===== src/rtl/tlw_pkg.sv =====
// Shared types, constants and the SGR attribute function of the terminal line writer.
package tlw_pkg;

    localparam int CHAR_W      = 21;
    localparam int COL_W       = 8;
    localparam int CELL_W      = 16;
    localparam int ATTR_W      = 16;
    localparam int PARAM_W     = 8;
    localparam int NCELL_W     = 4;
    localparam int NSCROLL_W   = 2;
    localparam int RESULT_W    = 4;
    localparam int QUEUE_DEPTH = 4;
    localparam int QUEUE_AW    = 2;
    localparam int QUEUE_CW    = 3;
    localparam int ESCAPE_FLAG_BIT = 13;

    localparam logic [COL_W-1:0]  LINE_WIDTH_RESET = 8'd100;
    localparam logic [ATTR_W-1:0] ATTR_RESET       = 16'h0007;
    localparam logic [ATTR_W-1:0] ESC_ATTR_MASK    = 16'hFF0F;
    localparam logic [CELL_W-1:0] SPACE_CHAR       = 16'h0020;

    localparam logic [CHAR_W-1:0] CH_TAB   = 21'h09;
    localparam logic [CHAR_W-1:0] CH_LF    = 21'h0A;
    localparam logic [CHAR_W-1:0] CH_CR    = 21'h0D;
    localparam logic [CHAR_W-1:0] CH_ESC   = 21'h1B;
    localparam logic [CHAR_W-1:0] CH_SPC   = 21'h20;
    localparam logic [CHAR_W-1:0] CH_ZERO  = 21'h30;
    localparam logic [CHAR_W-1:0] CH_NINE  = 21'h39;
    localparam logic [CHAR_W-1:0] CH_SEMI  = 21'h3B;
    localparam logic [CHAR_W-1:0] CH_UA    = 21'h41;
    localparam logic [CHAR_W-1:0] CH_UZ    = 21'h5A;
    localparam logic [CHAR_W-1:0] CH_LBRK  = 21'h5B;
    localparam logic [CHAR_W-1:0] CH_LA    = 21'h61;
    localparam logic [CHAR_W-1:0] CH_LM    = 21'h6D;
    localparam logic [CHAR_W-1:0] CH_LZ    = 21'h7A;
    localparam logic [CHAR_W-1:0] CH_WIDE  = 21'h010000;

    localparam logic KIND_CELL   = 1'b0;
    localparam logic KIND_SCROLL = 1'b1;

    // One queued command: a run of cell writes, then up to two scrolls.
    typedef struct packed {
        logic [NCELL_W-1:0]   ncell;
        logic [NSCROLL_W-1:0] nscroll;
        logic [COL_W-1:0]     col;
        logic [CELL_W-1:0]    ch;
        logic [ATTR_W-1:0]    attr;
    } cmd_t;

    typedef struct packed {
        logic full;
        logic empty;
    } queue_status_t;

    function automatic logic [ATTR_W-1:0] apply_sgr(input logic [ATTR_W-1:0] a,
                                                    input logic [PARAM_W-1:0] p);
        logic [ATTR_W-1:0] r;
        logic [PARAM_W-1:0] d;
        r = a;
        d = '0;
        if (p == 8'd0) begin
            r = ATTR_RESET;
        end else if (p == 8'd1) begin
            r = a | 16'h0008;
        end else if (p == 8'd2) begin
            r = a | 16'h1000;
        end else if (p == 8'd3) begin
            r = a | 16'h0100;
        end else if (p == 8'd4) begin
            r = a | 16'h0200;
        end else if (p == 8'd5 || p == 8'd6) begin
            r = a | 16'h0400;
        end else if (p == 8'd9) begin
            r = a | 16'h0800;
        end else if (p == 8'd22) begin
            r = a & ~16'h1008;
        end else if (p == 8'd23) begin
            r = a & ~16'h0100;
        end else if (p == 8'd24) begin
            r = a & ~16'h0200;
        end else if (p == 8'd25) begin
            r = a & ~16'h0400;
        end else if (p == 8'd29) begin
            r = a & ~16'h0800;
        end else if (p >= 8'd30 && p <= 8'd37) begin
            d = p - 8'd30;
            r = (a & ~16'h0007) | {13'd0, d[2:0]};
        end else if (p == 8'd39) begin
            r = (a & ~16'h0007) | 16'h0007;
        end else if (p >= 8'd40 && p <= 8'd47) begin
            d = p - 8'd40;
            r = (a & ~16'h0070) | {9'd0, d[2:0], 4'd0};
        end else if (p == 8'd49) begin
            r = a & ~16'h0070;
        end
        return r;
    endfunction

endpackage


===== src/rtl/tlw_front.sv =====
// Front end: takes code points, runs the escape parser and cursor, issues commands.
module tlw_front (
    input  logic                          aclk,
    input  logic                          aresetn,
    input  logic                          cfg_wr_en,
    input  logic [tlw_pkg::COL_W-1:0]     cfg_wr_data,
    input  logic                          accept,
    input  logic [tlw_pkg::CHAR_W-1:0]    char_code,
    output logic                          push,
    output tlw_pkg::cmd_t                 cmd
);

    typedef enum logic [2:0] {
        PH_TEXT = 3'b001,
        PH_ESC  = 3'b010,
        PH_CSI  = 3'b100
    } phase_t;

    phase_t                          phase_reg, phase_next;
    logic [tlw_pkg::COL_W-1:0]       width_reg;
    logic [tlw_pkg::COL_W-1:0]       cursor_reg, cursor_next;
    logic [tlw_pkg::ATTR_W-1:0]      cur_attr_reg, cur_attr_next;
    logic [tlw_pkg::ATTR_W-1:0]      pend_attr_reg, pend_attr_next;
    logic [tlw_pkg::PARAM_W-1:0]     param_reg, param_next;

    logic [tlw_pkg::COL_W-1:0]       cursor_mid;
    logic [tlw_pkg::COL_W-1:0]       tab_plus8;
    logic [tlw_pkg::COL_W-1:0]       tab_stop;
    logic [tlw_pkg::COL_W-1:0]       tab_span;
    logic [11:0]                     param_acc;
    logic                            lead_scroll;
    logic                            tail_scroll;
    logic                            is_letter;

    always_comb begin
        phase_next     = phase_reg;
        cursor_next    = cursor_reg;
        cur_attr_next  = cur_attr_reg;
        pend_attr_next = pend_attr_reg;
        param_next     = param_reg;
        cursor_mid     = cursor_reg;
        lead_scroll    = 1'b0;
        tail_scroll    = 1'b0;
        cmd.ncell      = '0;
        cmd.col        = cursor_reg;
        cmd.ch         = '0;
        cmd.attr       = cur_attr_reg;
        tab_plus8      = cursor_reg + 8'd8;
        tab_stop       = {tab_plus8[7:3], 3'b000};
        tab_span       = tab_stop - cursor_reg;
        param_acc      = {1'b0, param_reg, 3'b000} + {3'b000, param_reg, 1'b0}
                         + {8'd0, char_code[3:0]};
        is_letter      = (char_code >= tlw_pkg::CH_UA && char_code <= tlw_pkg::CH_UZ)
                         || (char_code >= tlw_pkg::CH_LA && char_code <= tlw_pkg::CH_LZ);

        case (phase_reg)
            PH_ESC: begin
                if (char_code == tlw_pkg::CH_LBRK) begin
                    phase_next     = PH_CSI;
                    param_next     = '0;
                    pend_attr_next = cur_attr_reg;
                end else begin
                    phase_next = PH_TEXT;
                end
            end
            PH_CSI: begin
                if (char_code >= tlw_pkg::CH_ZERO && char_code <= tlw_pkg::CH_NINE) begin
                    param_next = (param_acc > 12'd255) ? 8'd255 : param_acc[7:0];
                end else if (char_code == tlw_pkg::CH_SEMI) begin
                    pend_attr_next = tlw_pkg::apply_sgr(pend_attr_reg, param_reg);
                    param_next     = '0;
                end else if (is_letter) begin
                    if (char_code == tlw_pkg::CH_LM) begin
                        cur_attr_next = tlw_pkg::apply_sgr(pend_attr_reg, param_reg);
                    end
                    param_next = '0;
                    phase_next = PH_TEXT;
                end
            end
            default: begin
                if (char_code < tlw_pkg::CH_SPC) begin
                    if (char_code == tlw_pkg::CH_CR) begin
                        cursor_mid = '0;
                    end else if (char_code == tlw_pkg::CH_LF) begin
                        lead_scroll = 1'b1;
                        cursor_mid  = '0;
                    end else if (char_code == tlw_pkg::CH_TAB) begin
                        // fewer than sixteen columns left: scroll instead of blanks
                        if ({1'b0, cursor_reg} + 9'd16 > {1'b0, width_reg}) begin
                            lead_scroll = 1'b1;
                            cursor_mid  = '0;
                        end else begin
                            cmd.ncell  = tab_span[3:0];
                            cmd.ch     = tlw_pkg::SPACE_CHAR;
                            cursor_mid = tab_stop;
                        end
                    end else if (char_code == tlw_pkg::CH_ESC) begin
                        phase_next = PH_ESC;
                    end
                end else begin
                    cmd.ncell  = 4'd1;
                    cmd.ch     = char_code[15:0];
                    cursor_mid = cursor_reg + 8'd1;
                    if (char_code >= tlw_pkg::CH_WIDE) begin
                        cmd.attr = ((cur_attr_reg | 16'(1 << tlw_pkg::ESCAPE_FLAG_BIT))
                                    & tlw_pkg::ESC_ATTR_MASK)
                                   | {8'd0, char_code[19:16], 4'd0};
                    end
                end
                // wrap check after every character in normal text
                if (cursor_mid >= width_reg) begin
                    tail_scroll = 1'b1;
                    cursor_next = '0;
                end else begin
                    cursor_next = cursor_mid;
                end
            end
        endcase

        cmd.nscroll = {1'b0, lead_scroll} + {1'b0, tail_scroll};
        push        = accept && ((cmd.ncell != '0) || (cmd.nscroll != '0));
    end

    always_ff @(posedge aclk) begin
        if (!aresetn) begin
            phase_reg     <= PH_TEXT;
            width_reg     <= tlw_pkg::LINE_WIDTH_RESET;
            cursor_reg    <= '0;
            cur_attr_reg  <= tlw_pkg::ATTR_RESET;
            pend_attr_reg <= tlw_pkg::ATTR_RESET;
            param_reg     <= '0;
        end else begin
            if (cfg_wr_en) begin
                width_reg <= cfg_wr_data;
            end
            if (accept) begin
                phase_reg     <= phase_next;
                cursor_reg    <= cursor_next;
                cur_attr_reg  <= cur_attr_next;
                pend_attr_reg <= pend_attr_next;
                param_reg     <= param_next;
            end
        end
    end

endmodule


===== src/rtl/tlw_cmd_queue.sv =====
// Short command queue between the front end and the output sequencer.
module tlw_cmd_queue (
    input  logic                  aclk,
    input  logic                  aresetn,
    input  logic                  push,
    input  tlw_pkg::cmd_t         push_cmd,
    input  logic                  pop,
    output tlw_pkg::cmd_t         head_cmd,
    output tlw_pkg::queue_status_t status
);

    tlw_pkg::cmd_t                   entry_reg [tlw_pkg::QUEUE_DEPTH];
    logic [tlw_pkg::QUEUE_AW-1:0]    wr_ptr_reg;
    logic [tlw_pkg::QUEUE_AW-1:0]    rd_ptr_reg;
    logic [tlw_pkg::QUEUE_CW-1:0]    count_reg, count_next;
    logic                            do_push;
    logic                            do_pop;

    assign status.full  = (count_reg == tlw_pkg::QUEUE_CW'(tlw_pkg::QUEUE_DEPTH));
    assign status.empty = (count_reg == '0);
    assign do_push      = push && !status.full;
    assign do_pop       = pop && !status.empty;
    assign head_cmd     = entry_reg[rd_ptr_reg];

    always_comb begin
        count_next = count_reg;
        if (do_push && !do_pop) begin
            count_next = count_reg + 3'd1;
        end else if (do_pop && !do_push) begin
            count_next = count_reg - 3'd1;
        end
    end

    always_ff @(posedge aclk) begin
        if (do_push) begin
            entry_reg[wr_ptr_reg] <= push_cmd;
        end
    end

    always_ff @(posedge aclk) begin
        if (!aresetn) begin
            wr_ptr_reg <= '0;
            rd_ptr_reg <= '0;
            count_reg  <= '0;
        end else begin
            if (do_push) begin
                wr_ptr_reg <= wr_ptr_reg + 2'd1;
            end
            if (do_pop) begin
                rd_ptr_reg <= rd_ptr_reg + 2'd1;
            end
            count_reg <= count_next;
        end
    end

endmodule


===== src/rtl/tlw_back.sv =====
// Back end: expands each command into cell writes and scrolls behind an output register.
module tlw_back (
    input  logic                       aclk,
    input  logic                       aresetn,
    input  tlw_pkg::cmd_t              head_cmd,
    input  tlw_pkg::queue_status_t     status,
    output logic                       pop,
    output logic                       m_tvalid,
    input  logic                       m_tready,
    output logic [39:0]                m_tdata,
    output logic                       m_tuser,
    output logic                       m_tlast
);

    logic [tlw_pkg::RESULT_W-1:0]  sub_reg, sub_next;
    logic [tlw_pkg::RESULT_W-1:0]  total;
    logic                          load;
    logic                          take;
    logic                          is_last;
    logic                          is_cell;

    logic                          valid_reg;
    logic                          kind_reg;
    logic                          last_reg;
    logic [tlw_pkg::COL_W-1:0]     col_reg;
    logic [tlw_pkg::CELL_W-1:0]    ch_reg;
    logic [tlw_pkg::ATTR_W-1:0]    attr_reg;

    assign load    = !valid_reg || m_tready;
    assign take    = load && !status.empty;
    assign total   = head_cmd.ncell + {2'b00, head_cmd.nscroll};
    assign is_last = (sub_reg == total - 4'd1);
    assign is_cell = (sub_reg < head_cmd.ncell);
    assign pop     = take && is_last;

    always_comb begin
        sub_next = sub_reg;
        if (take) begin
            sub_next = is_last ? '0 : sub_reg + 4'd1;
        end
    end

    always_ff @(posedge aclk) begin
        if (take) begin
            kind_reg <= is_cell ? tlw_pkg::KIND_CELL : tlw_pkg::KIND_SCROLL;
            last_reg <= is_last;
            col_reg  <= is_cell ? head_cmd.col + {4'd0, sub_reg} : '0;
            ch_reg   <= is_cell ? head_cmd.ch : '0;
            attr_reg <= is_cell ? head_cmd.attr : '0;
        end
    end

    always_ff @(posedge aclk) begin
        if (!aresetn) begin
            valid_reg <= 1'b0;
            sub_reg   <= '0;
        end else begin
            if (load) begin
                valid_reg <= !status.empty;
            end
            sub_reg <= sub_next;
        end
    end

    assign m_tvalid = valid_reg;
    assign m_tuser  = kind_reg;
    assign m_tlast  = last_reg;
    assign m_tdata  = {attr_reg, ch_reg, col_reg};

endmodule


===== src/rtl/terminal_line_writer_sgr_core.sv =====
// Top level of the terminal line writer: front end, command queue and output sequencer.
//
//  channel  | dir | handshake          | payload
//  ---------+-----+--------------------+------------------------------------------
//  s_       | in  | s_tvalid/s_tready  | s_tdata: char_code
//  m_       | out | m_tvalid/m_tready  | m_tdata: column, cell_char, cell_attr;
//           |     |                    | m_tuser: kind; m_tlast: last
//  cfg_     | in  | cfg_wr_en          | cfg_wr_data: line_width
//
// The front end takes one code point per cycle while the command queue has room.
// The output register delivers one result per cycle while m_tready is high, so a tab
// expands into up to eight cell writes and a line feed into up to two scrolls; the
// four-entry queue absorbs such bursts before s_tready drops.
// Reset (aresetn low, synchronous) empties the queue and the output register and
// restores cursor, attributes, parser and line width.
module terminal_line_writer_sgr_core (
    input  logic        aclk,
    input  logic        aresetn,
    input  logic        cfg_wr_en,
    input  logic [7:0]  cfg_wr_data,
    input  logic        s_tvalid,
    output logic        s_tready,
    input  logic [23:0] s_tdata,   // [20:0] char_code, [23:21] zero
    output logic        m_tvalid,
    input  logic        m_tready,
    output logic [39:0] m_tdata,   // [7:0] column, [23:8] cell_char, [39:24] cell_attr
    output logic        m_tuser,   // [0] kind
    output logic        m_tlast
);

    logic                    accept;
    logic                    push;
    logic                    pop;
    tlw_pkg::cmd_t           push_cmd;
    tlw_pkg::cmd_t           head_cmd;
    tlw_pkg::queue_status_t  status;

    assign s_tready = !status.full;
    assign accept   = s_tvalid && s_tready;

    tlw_front u_front (
        .aclk        (aclk),
        .aresetn     (aresetn),
        .cfg_wr_en   (cfg_wr_en),
        .cfg_wr_data (cfg_wr_data),
        .accept      (accept),
        .char_code   (s_tdata[20:0]),
        .push        (push),
        .cmd         (push_cmd)
    );

    tlw_cmd_queue u_queue (
        .aclk     (aclk),
        .aresetn  (aresetn),
        .push     (push),
        .push_cmd (push_cmd),
        .pop      (pop),
        .head_cmd (head_cmd),
        .status   (status)
    );

    tlw_back u_back (
        .aclk     (aclk),
        .aresetn  (aresetn),
        .head_cmd (head_cmd),
        .status   (status),
        .pop      (pop),
        .m_tvalid (m_tvalid),
        .m_tready (m_tready),
        .m_tdata  (m_tdata),
        .m_tuser  (m_tuser),
        .m_tlast  (m_tlast)
    );

endmodule


===== config.mk =====
export PLATFORM = sky130hd
export DESIGN_NAME = terminal_line_writer_sgr_core
export DESIGN_NICKNAME = d
export VERILOG_FILES = /design/src/rtl/tlw_pkg.sv /design/src/rtl/tlw_front.sv /design/src/rtl/tlw_cmd_queue.sv /design/src/rtl/tlw_back.sv /design/src/rtl/terminal_line_writer_sgr_core.sv
export SDC_FILE = /design/constraint.sdc
export NUM_CORES = 1
export LEC_CHECK = 0
export ABC_AREA = 1
export BUFFER_PORTS_ARGS = -buffer_cell sky130_fd_sc_hd__buf_2
export CORE_AREA = 5 5 156 158
export CTS_CLUSTER_DIAMETER = 60
export DETAILED_ROUTE_END_ITERATION = 6
export DIE_AREA = 0 0 161 163
export GPL_TIMING_DRIVEN = 0
export HOLD_SLACK_MARGIN = 0.12
export PLACE_DENSITY = 0.83
export SYNTH_ARGS = -nofsm -noshare
export SYNTH_HDL_FRONTEND = slang
export SYNTH_SLANG_ARGS = --single-unit
export TNS_END_PERCENT = 5

===== constraint.sdc =====
create_clock -name aclk -period 9 [get_ports aclk]
set_input_delay 1.8 -clock aclk [delete_from_list [all_inputs] [get_ports aclk]]
set_output_delay 1.8 -clock aclk [all_outputs]
set_load 0.01 [all_outputs]

==> out/qor.log, run 1 <==
[clock_network] cell at the root of the clock tree sky130_fd_sc_hd__clkbuf_16
[outcome] status complete, but fails checks
[pwr] PwrDens 256 nW/um^2
[global_routing] busiest grt layer met2
[routing] total routed wirelength 34800 um
[clock_network] deepest level of the CTS H-tree 1
[min_path] worst hold start u_front.pend_attr_reg[3]
[clock_network] Post-CTS Hold Buffers 0
[sta] count of endpoints failing setup in the final report 0
[placement] DPL Wire Length 24200 um
[floorplan] Placement Rows 56
[synthesis] warning count from the yosys run 0
[synthesis] number of cells produced by synthesis 1473
[pwr] Leak 6.41 nW
[sta] final worst path period share 0.650
[global_routing] vias in the first global route 10700
[routing] antenna-violating nets left 0
[min_path] WHS Path Cells 2
[floorplan] Die Width 161 um
[synthesis] cell area after synthesis 14500 um^2
[worst_setup_path] type of destination of the critical path flip-flop
[finish] ratio of cells with drive above 1 in the final layout 0.145
[clock_network] TritonCTS Buffers 30
[synthesis] syn_area_per_cell 9.83 um^2
[global_routing] maximum number of pins on one net before global-route repair 32
[worst_setup_path] reg-to-reg endpoint u_queue.entry_reg[0][23]
[worst_setup_path] sort of element at the start of the critical path input pin
[placement] port bufs 77
[clock_network] Clock Latency Late Sink 0.56 ns
[clock_network] CTS sink count 299
[finish] number of flip-flops in the largest register 184
[finish] Finished Core Util 0.714
[outcome] violations in the final reports design-rule violations
[floorplan] initial core utilization 0.630
[routing] count of unresolved DRC violations after routing 16
[finish] Filler Cells Inserted 1618
[worst_setup_path] Required @ worst endpoint 9.25 ns
[synthesis] flip-flop and latch count after synthesis 299
[global_routing] fraction of met3 tracks used by global routing 0.0413
[synthesis] fraction of post-synthesis cell area in the top cell type by area 0.469
[synthesis] total nets after synthesis 1569
[global_routing] met1 usage 0.356
[sta] RSZ-0062 raised after global routing false
[synthesis] largest cells by area after synthesis sky130_fd_sc_hd__edfxtp_1 47%, sky130_fd_sc_hd__dfxtp_1 10%, sky130_fd_sc_hd__nor2_1 6.0%
[worst_setup_path] Worst EP arrival 6.10 ns
[worst_setup_path] critical-path maximum fanout 27
[sta] peak clock frequency supported by timing 171 MHz
[sta] setup skew after layout 0.0208 ns
[floorplan] floorplan die area 26200 um^2
[worst_setup_path] Setup CP Type input pin to flip-flop
[sta] normalized max-slew margin 0.345
[min_path] endpoint of the worst hold path u_front.pend_attr_reg[3]
[synthesis] distinct cell type count of the synthesized netlist 64
[job] max-capacitance violation count 0
[sta] slew at the pin with the worst max-slew slack 0.981 ns
[routing] length of the first detailed-routing pass in iterations 7
[global_routing] antenna violations before repair 3
[finish] signed area change from the synthesized netlist to the final layout 13.2%
[finish] Final #Nets 1683
[sta] count of endpoints failing hold in the final timing report 0
[placement] Final GP Congestion 0.905
[min_path] worst hold-check path type flip-flop to flip-flop
[floorplan] core area 23000 um^2
[routing] routed length per instance 18.3 um
[sta] final max-slew violation count 0
[floorplan] number of ports placed on the die boundary 81
[worst_setup_path] Critical Path Source s_tdata[13]
[clock_network] Max Buffers Root-to-Sink 3
[synthesis] part of the Yosys area used for sequential elements 0.569
[floorplan] Chip Height 163 um
[worst_setup_path] worst flop-to-flop path startpoint u_front.cursor_reg[6]
[sta] accumulated negative setup slack 0 ns
[routing] number of DRC violations after detailed-routing iteration 0 1119
[global_routing] met2 layer usage reported by global route 0.447
[global_routing] global-route wire length before repair 55100 um
[routing] average vias per placed instance 5.80
[clock_network] TritonCTS clock tree yes
[clock_network] Post-CTS Resized 0
[global_routing] Congestion Overflow GR 0
[routing] number of vias in the routed layout 11000
[sta] Min Clock Period, post-route 5.85 ns
[global_routing] all-layer global routing usage 0.264
[worst_setup_path] worst-case register-to-register setup slack 3.85 ns
[synthesis] cell type with the largest total area after synthesis sky130_fd_sc_hd__edfxtp_1
[clock_network] CTS clock-pin slew for the worst setup and hold paths 0.07 ns
[worst_setup_path] Register-to-Register Path Depth 27
[pwr] worst supply voltage drop on vdd 0.000169 V
[clock_network] post-CTS setup buffer count 0
-- critical path: stages --
cell	delay, ns
sky130_fd_sc_hd__buf_2	0.11
sky130_fd_sc_hd__nor2_1	0.28
sky130_fd_sc_hd__nand3_1	0.26
sky130_fd_sc_hd__nor2_8	0.24
sky130_fd_sc_hd__nand3_2	0.15
sky130_fd_sc_hd__nor2_4	0.20
sky130_fd_sc_hd__nand3_1	0.17
sky130_fd_sc_hd__nand3_4	0.12
sky130_fd_sc_hd__o21ai_2	0.10
sky130_fd_sc_hd__ha_1	0.30
sky130_fd_sc_hd__nand2_1	0.08
sky130_fd_sc_hd__nor2_1	0.15
sky130_fd_sc_hd__nand4_1	0.10
sky130_fd_sc_hd__o2111ai_1	0.21
sky130_fd_sc_hd__nand2_1	0.17
sky130_fd_sc_hd__ha_1	0.23
sky130_fd_sc_hd__nand2_1	0.06
sky130_fd_sc_hd__inv_1	0.06
sky130_fd_sc_hd__nand3_4	0.08
sky130_fd_sc_hd__nand2_2	0.17
sky130_fd_sc_hd__nor2_4	0.80
sky130_fd_sc_hd__buf_16	0.26
-- power by group --
part,switching (mW),internal (mW),leakage [nW],total (mW)
Sequential,0.0628,1.76,2.66,1.82
Clock,0.526,0.738,0.492,1.26
Combinational,0.757,0.357,3.25,1.11
-- kinds of logic after synthesis --
| kind of cell | count (synthesis) | synth area share |
|---|---|---|
| flip-flops | 299 | 0.569 |
| AND/OR/NAND/NOR | 598 | 0.191 |
| adder cells (fa/ha/maj) | 59 | 0.0536 |
| XOR/XNOR | 22 | 0.0133 |
| multiplexers | 3 | 0.00233 |
| AO/OA/AOI/OAI | 295 | 0.115 |
| buffers and inverters | 197 | 0.0554 |
-- area by class of cell --
class,count,area (um^2),share of cell area
plain buffers,53,250,0.0153
multi-input cells,977,5480,0.334
inverters,144,552,0.0336
clock buffers,41,873,0.0532
repair buffers,82,493,0.0301
flip-flops and latches,299,8250,0.503
clock inverters,15,141,0.00862
well taps,290,363,0.0221
diodes,1,2.50,0.000153
-- stage by stage --
stage	hold slack [ns]	power (mW)	worst slack, ns	cell area [um^2]	std cells
global route	0.495	4.40	2.84	16400	1901
global placement	0.460	2.89	0.417	15200	1840
CTS	0.480	4.21	3.22	16400	1901
floorplan	0.445	2.54	2.45	14500	1473
finish	0.477	4.20	3.15	16400	1902
detailed placement	0.467	2.95	2.68	15400	1845
-- Yosys cell counts (all sizes together) --
library cell / number
a31oi: 4
a21o: 1
buf: 24
o21a: 1
nand2: 226
o22ai: 6
or2: 2
clkbuf: 29
a32o: 4
o22a: 1
edfxtp: 226
inv: 140
nand3b: 3
nor4: 3
mux2: 3
a21oi: 123
fa: 5
and3: 1
xnor2: 5
nor2: 249
o21bai: 3
nor3: 19
ha: 54
o21ai: 137
nor3b: 2
clkinv: 4
o211ai: 9
a32oi: 2
o31ai: 1
nand4: 25
o2111ai: 1
xor2: 17
dfxtp: 73
nand3: 68
a21boi: 2
-- placed cells by master (no fill, tap or decap), types with 5 or more instances in the layout --
master | netlist | layout
sky130_fd_sc_hd__nand2_2 | 8 | 8
sky130_fd_sc_hd__o211ai_2 | 5 | 5
sky130_fd_sc_hd__fa_1 | 5 | 5
sky130_fd_sc_hd__o21ai_1 | 7 | 7
sky130_fd_sc_hd__clkbuf_16 | 0 | 31
sky130_fd_sc_hd__nor2_2 | 9 | 9
sky130_fd_sc_hd__edfxtp_1 | 226 | 226
sky130_fd_sc_hd__nand2_1 | 213 | 213
sky130_fd_sc_hd__nand3_2 | 5 | 5
sky130_fd_sc_hd__buf_12 | 1 | 5
sky130_fd_sc_hd__nand2_4 | 5 | 5
sky130_fd_sc_hd__a21oi_2 | 8 | 8
sky130_fd_sc_hd__a21oi_1 | 114 | 114
sky130_fd_sc_hd__nor2_4 | 6 | 10
sky130_fd_sc_hd__nor2_1 | 232 | 228
sky130_fd_sc_hd__ha_1 | 54 | 54
sky130_fd_sc_hd__xnor2_1 | 5 | 5
sky130_fd_sc_hd__nand4_1 | 24 | 24
sky130_fd_sc_hd__o21ai_0 | 126 | 126
sky130_fd_sc_hd__nand3_1 | 57 | 57
sky130_fd_sc_hd__buf_1 | 10 | 10
sky130_fd_sc_hd__nor3_1 | 14 | 14
sky130_fd_sc_hd__buf_2 | 9 | 86
sky130_fd_sc_hd__clkbuf_8 | 0 | 6
sky130_fd_sc_hd__xor2_1 | 17 | 17
sky130_fd_sc_hd__nand3_4 | 6 | 6
sky130_fd_sc_hd__inv_1 | 135 | 135
sky130_fd_sc_hd__clkbuf_1 | 28 | 32
sky130_fd_sc_hd__clkinv_1 | 2 | 6
sky130_fd_sc_hd__dfxtp_1 | 73 | 73
-- how the worst max path moves through the flow --
stage | end | cells past startpoint
finish | u_queue.entry_reg[0][23] | 22
floorplan | u_queue.entry_reg[0][0] | 20
global route | u_queue.entry_reg[0][26] | 22
CTS | u_queue.entry_reg[0][39] | 22
global placement | u_queue.entry_reg[3][5] | 21
detailed placement | u_queue.entry_reg[0][34] | 22
-- layer usage --
layer  vias up  part of all wire
met1      5147              0.41
met3        76             0.086
li1       5285                 -
met5         -           0.00066
met4         4             0.025
met2       520              0.48
Note: power is estimated with default switching activity, not from simulation.
==> run 2: changes to the inputs <==
Settings changed: CORE_AREA 5 5 156 158 to 5 5 161 163, DIE_AREA 0 0 161 163 to 0 0 166 168, PLACE_DENSITY 0.83 to 0.78.
Clock period 9 ns to 6.08 ns, I/O delays scaled along.
==> out/qor.log, run 2 (synthesis results as in run 1) <==
[global_routing] Congestion Overflow GR 0 [unchanged]
[finish] number of antenna cells inserted 0 [-1]
[sta] count of endpoints failing hold in the final timing report 0 [unchanged]
[floorplan] initial core utilization 0.599 [-0.0311]
[floorplan] Placement Rows 57 [+1.8%]
[routing] average vias per placed instance 5.66 [-2.4%]
[clock_network] cell at the root of the clock tree sky130_fd_sc_hd__clkbuf_16
[floorplan] number of ports placed on the die boundary 81 [unchanged]
[routing] antenna-violating nets left 0 [unchanged]
[sta] Min Clock Period, post-route 5.24 ns
[placement] Post-Place Setup Slack 0.518 ns [-2.16 ns]
[finish] Final #Nets 1684 [+0.059%]
[finish] number of flip-flops in the largest register 184 [unchanged]
[floorplan] Die Width 166 um [+3.1%]
[routing] count of unresolved DRC violations after routing 0 [-16]
[sta] count of endpoints failing setup in the final report 0 [unchanged]
[worst_setup_path] critical-path maximum fanout 9 [-67%]
[sta] slew at the pin with the worst max-slew slack 0.819 ns [-0.161 ns]
[global_routing] maximum number of pins on one net before global-route repair 32 [unchanged]
[finish] signed area change from the synthesized netlist to the final layout 13.7%
[worst_setup_path] Required @ worst endpoint 6.55 ns [-2.70 ns]
[routing] total routed wirelength 35000 um [+0.65%]
[global_routing] global-route wire length before repair 55400 um [+0.65%]
[finish] commonest non-fill, non-tap cell in the layout sky130_fd_sc_hd__nor2_1
[sta] RSZ-0062 raised after global routing false
[floorplan] Chip Height 168 um [+3.1%]
[worst_setup_path] Worst EP arrival 5.71 ns [-0.39 ns]
[outcome] status finished, final reports clean
[floorplan] floorplan die area 27900 um^2 [+6.3%]
[finish] post-route design area 16500 um^2 [+0.37%]
[clock_network] post-CTS setup buffer count 0 [unchanged]
[pwr] Leak 6.42 nW [+0.15%]
[worst_setup_path] peak per-stage delay on the critical path 0.38 ns [-0.42 ns]
[worst_setup_path] library cell contributing the largest single delay on the critical path sky130_fd_sc_hd__fa_1
[clock_network] Post-CTS Hold Buffers 0 [unchanged]
[finish] ratio of cells with drive above 1 in the final layout 0.145 [about the same]
[clock_network] TritonCTS Buffers 30 [unchanged]
[placement] port bufs 77 [unchanged]
[routing] number of vias in the routed layout 11000 [-0.64%]
[worst_setup_path] Setup CP Type input pin to flip-flop
[placement] DPL Wire Length 24000 um [-0.97%]
[clock_network] CTS clock-pin slew for the worst setup and hold paths 0.06 ns [about the same]
[global_routing] vias in the first global route 10600 [-1.2%]
[pwr] total power 6.24 mW [+49%]
[routing] routed length per instance 18.1 um [-1.1%]
[sta] final max-slew violation count 0 [unchanged]
[global_routing] antenna violations before repair 2 [-1]
[pwr] PwrDens 379 nW/um^2 [+48%]
[sta] peak clock frequency supported by timing 191 MHz
[global_routing] all-layer global routing usage 0.246 [-0.0182]
[clock_network] deepest level of the CTS H-tree 1 [unchanged]
[routing] length of the first detailed-routing pass in iterations 7 [unchanged]
[job] max-capacitance violation count 0 [unchanged]
[routing] number of DRC violations after detailed-routing iteration 0 1183 [+5.7%]
[worst_setup_path] sort of element at the start of the critical path input pin
[worst_setup_path] type of destination of the critical path flip-flop
[sta] setup skew after layout 0.00814 ns [-0.0127 ns]
[clock_network] CTS sink count 299 [unchanged]
[pwr] worst supply voltage drop on vdd 0.000244 V [+44%]
[finish] commonest cells after routing, fill and taps aside 228 x sky130_fd_sc_hd__nor2_1, 226 x sky130_fd_sc_hd__edfxtp_1, 213 x sky130_fd_sc_hd__nand2_1
[sta] worst hold-check slack 0.482 ns [+0.00498 ns]
[placement] Final GP Congestion 0.887 [-2.0%]
[floorplan] core area 24200 um^2 [+5.2%]
[clock_network] Max Buffers Root-to-Sink 3 [unchanged]
[clock_network] Post-CTS Resized 0 [unchanged]
[min_path] worst hold-check path type flip-flop to flip-flop
[sta] normalized max-slew margin 0.454 [+0.109]
[placement] Cell Area, Placed 15500 um^2 [+0.45%]
[clock_network] Clock Latency Late Sink 0.54 ns [-0.02 ns]
[sta] worst setup slack after layout 0.841 ns [-2.31 ns]
[sta] final worst path period share 0.862
[clock_network] TritonCTS clock tree yes
==> run 2: metrics by stage <==
| step | instances | utilization | TNS (ns) |
|---|---|---|---|
| floorplan | 1473 | - | 0 |
| global placement | 1874 | 0.632 | -353.73 |
| detailed placement | 1880 | 0.639 | 0 |
| CTS | 1936 | 0.681 | 0 |
| global route | 1936 | 0.681 | 0 |
| finish | 1936 | 0.681 | 0 |
==> run 2: final timing paths <==
check                         from                    to  slack [ns]  depth (start not counted)
min           u_front.phase_reg[1]  u_front.phase_reg[1]        0.48                          2
min reg2reg   u_front.phase_reg[1]  u_front.phase_reg[1]        0.48                          2
max                    s_tdata[13]  u_queue.count_reg[2]        0.84                         29
max reg2reg  u_front.cursor_reg[6]  u_queue.count_reg[2]        1.04                         34
==> run 2: layer usage <==
| layer | routed length, um | track usage | share of wire | up-vias |
|---|---|---|---|---|
| met3 | 2870 | 0.0415 | 0.082 | 77 |
| li1 | - | - | - | 5289 |
| met1 | 14400 | 0.325 | 0.41 | 5100 |
| met2 | 16900 | 0.427 | 0.48 | 491 |
| met5 | 21 | 0 | 0.00060 | - |
| met4 | 850 | 0.0621 | 0.024 | 4 |
==> run 2: cell type report <==
class | instances | area, um^2
plain buffers | 53 | 250
clock buffers | 38 | 802
clock inverters | 18 | 206
fillers | 1767 | 7710
inverters | 144 | 552
multi-input cells | 977 | 5480
flip-flops and latches | 299 | 8250
well taps | 324 | 405
repair buffers | 83 | 520
==> run 2: power by group <==
| group | switching [mW] | internal [mW] | total [mW] |
|---|---|---|---|
| combinational | 1.13 | 0.539 | 1.67 |
| sequential | 0.0887 | 2.60 | 2.69 |
| clock | 0.779 | 1.11 | 1.89 |
==> run 2: worst max-delay path: cells and delay by family <==
| family | cells | cell delay [ns] |
|---|---|---|
| compound gates | 4 | 0.53 |
| simple gates | 17 | 2.46 |
| fa+ha+maj | 4 | 1.06 |
| buf+inv | 4 | 0.41 |
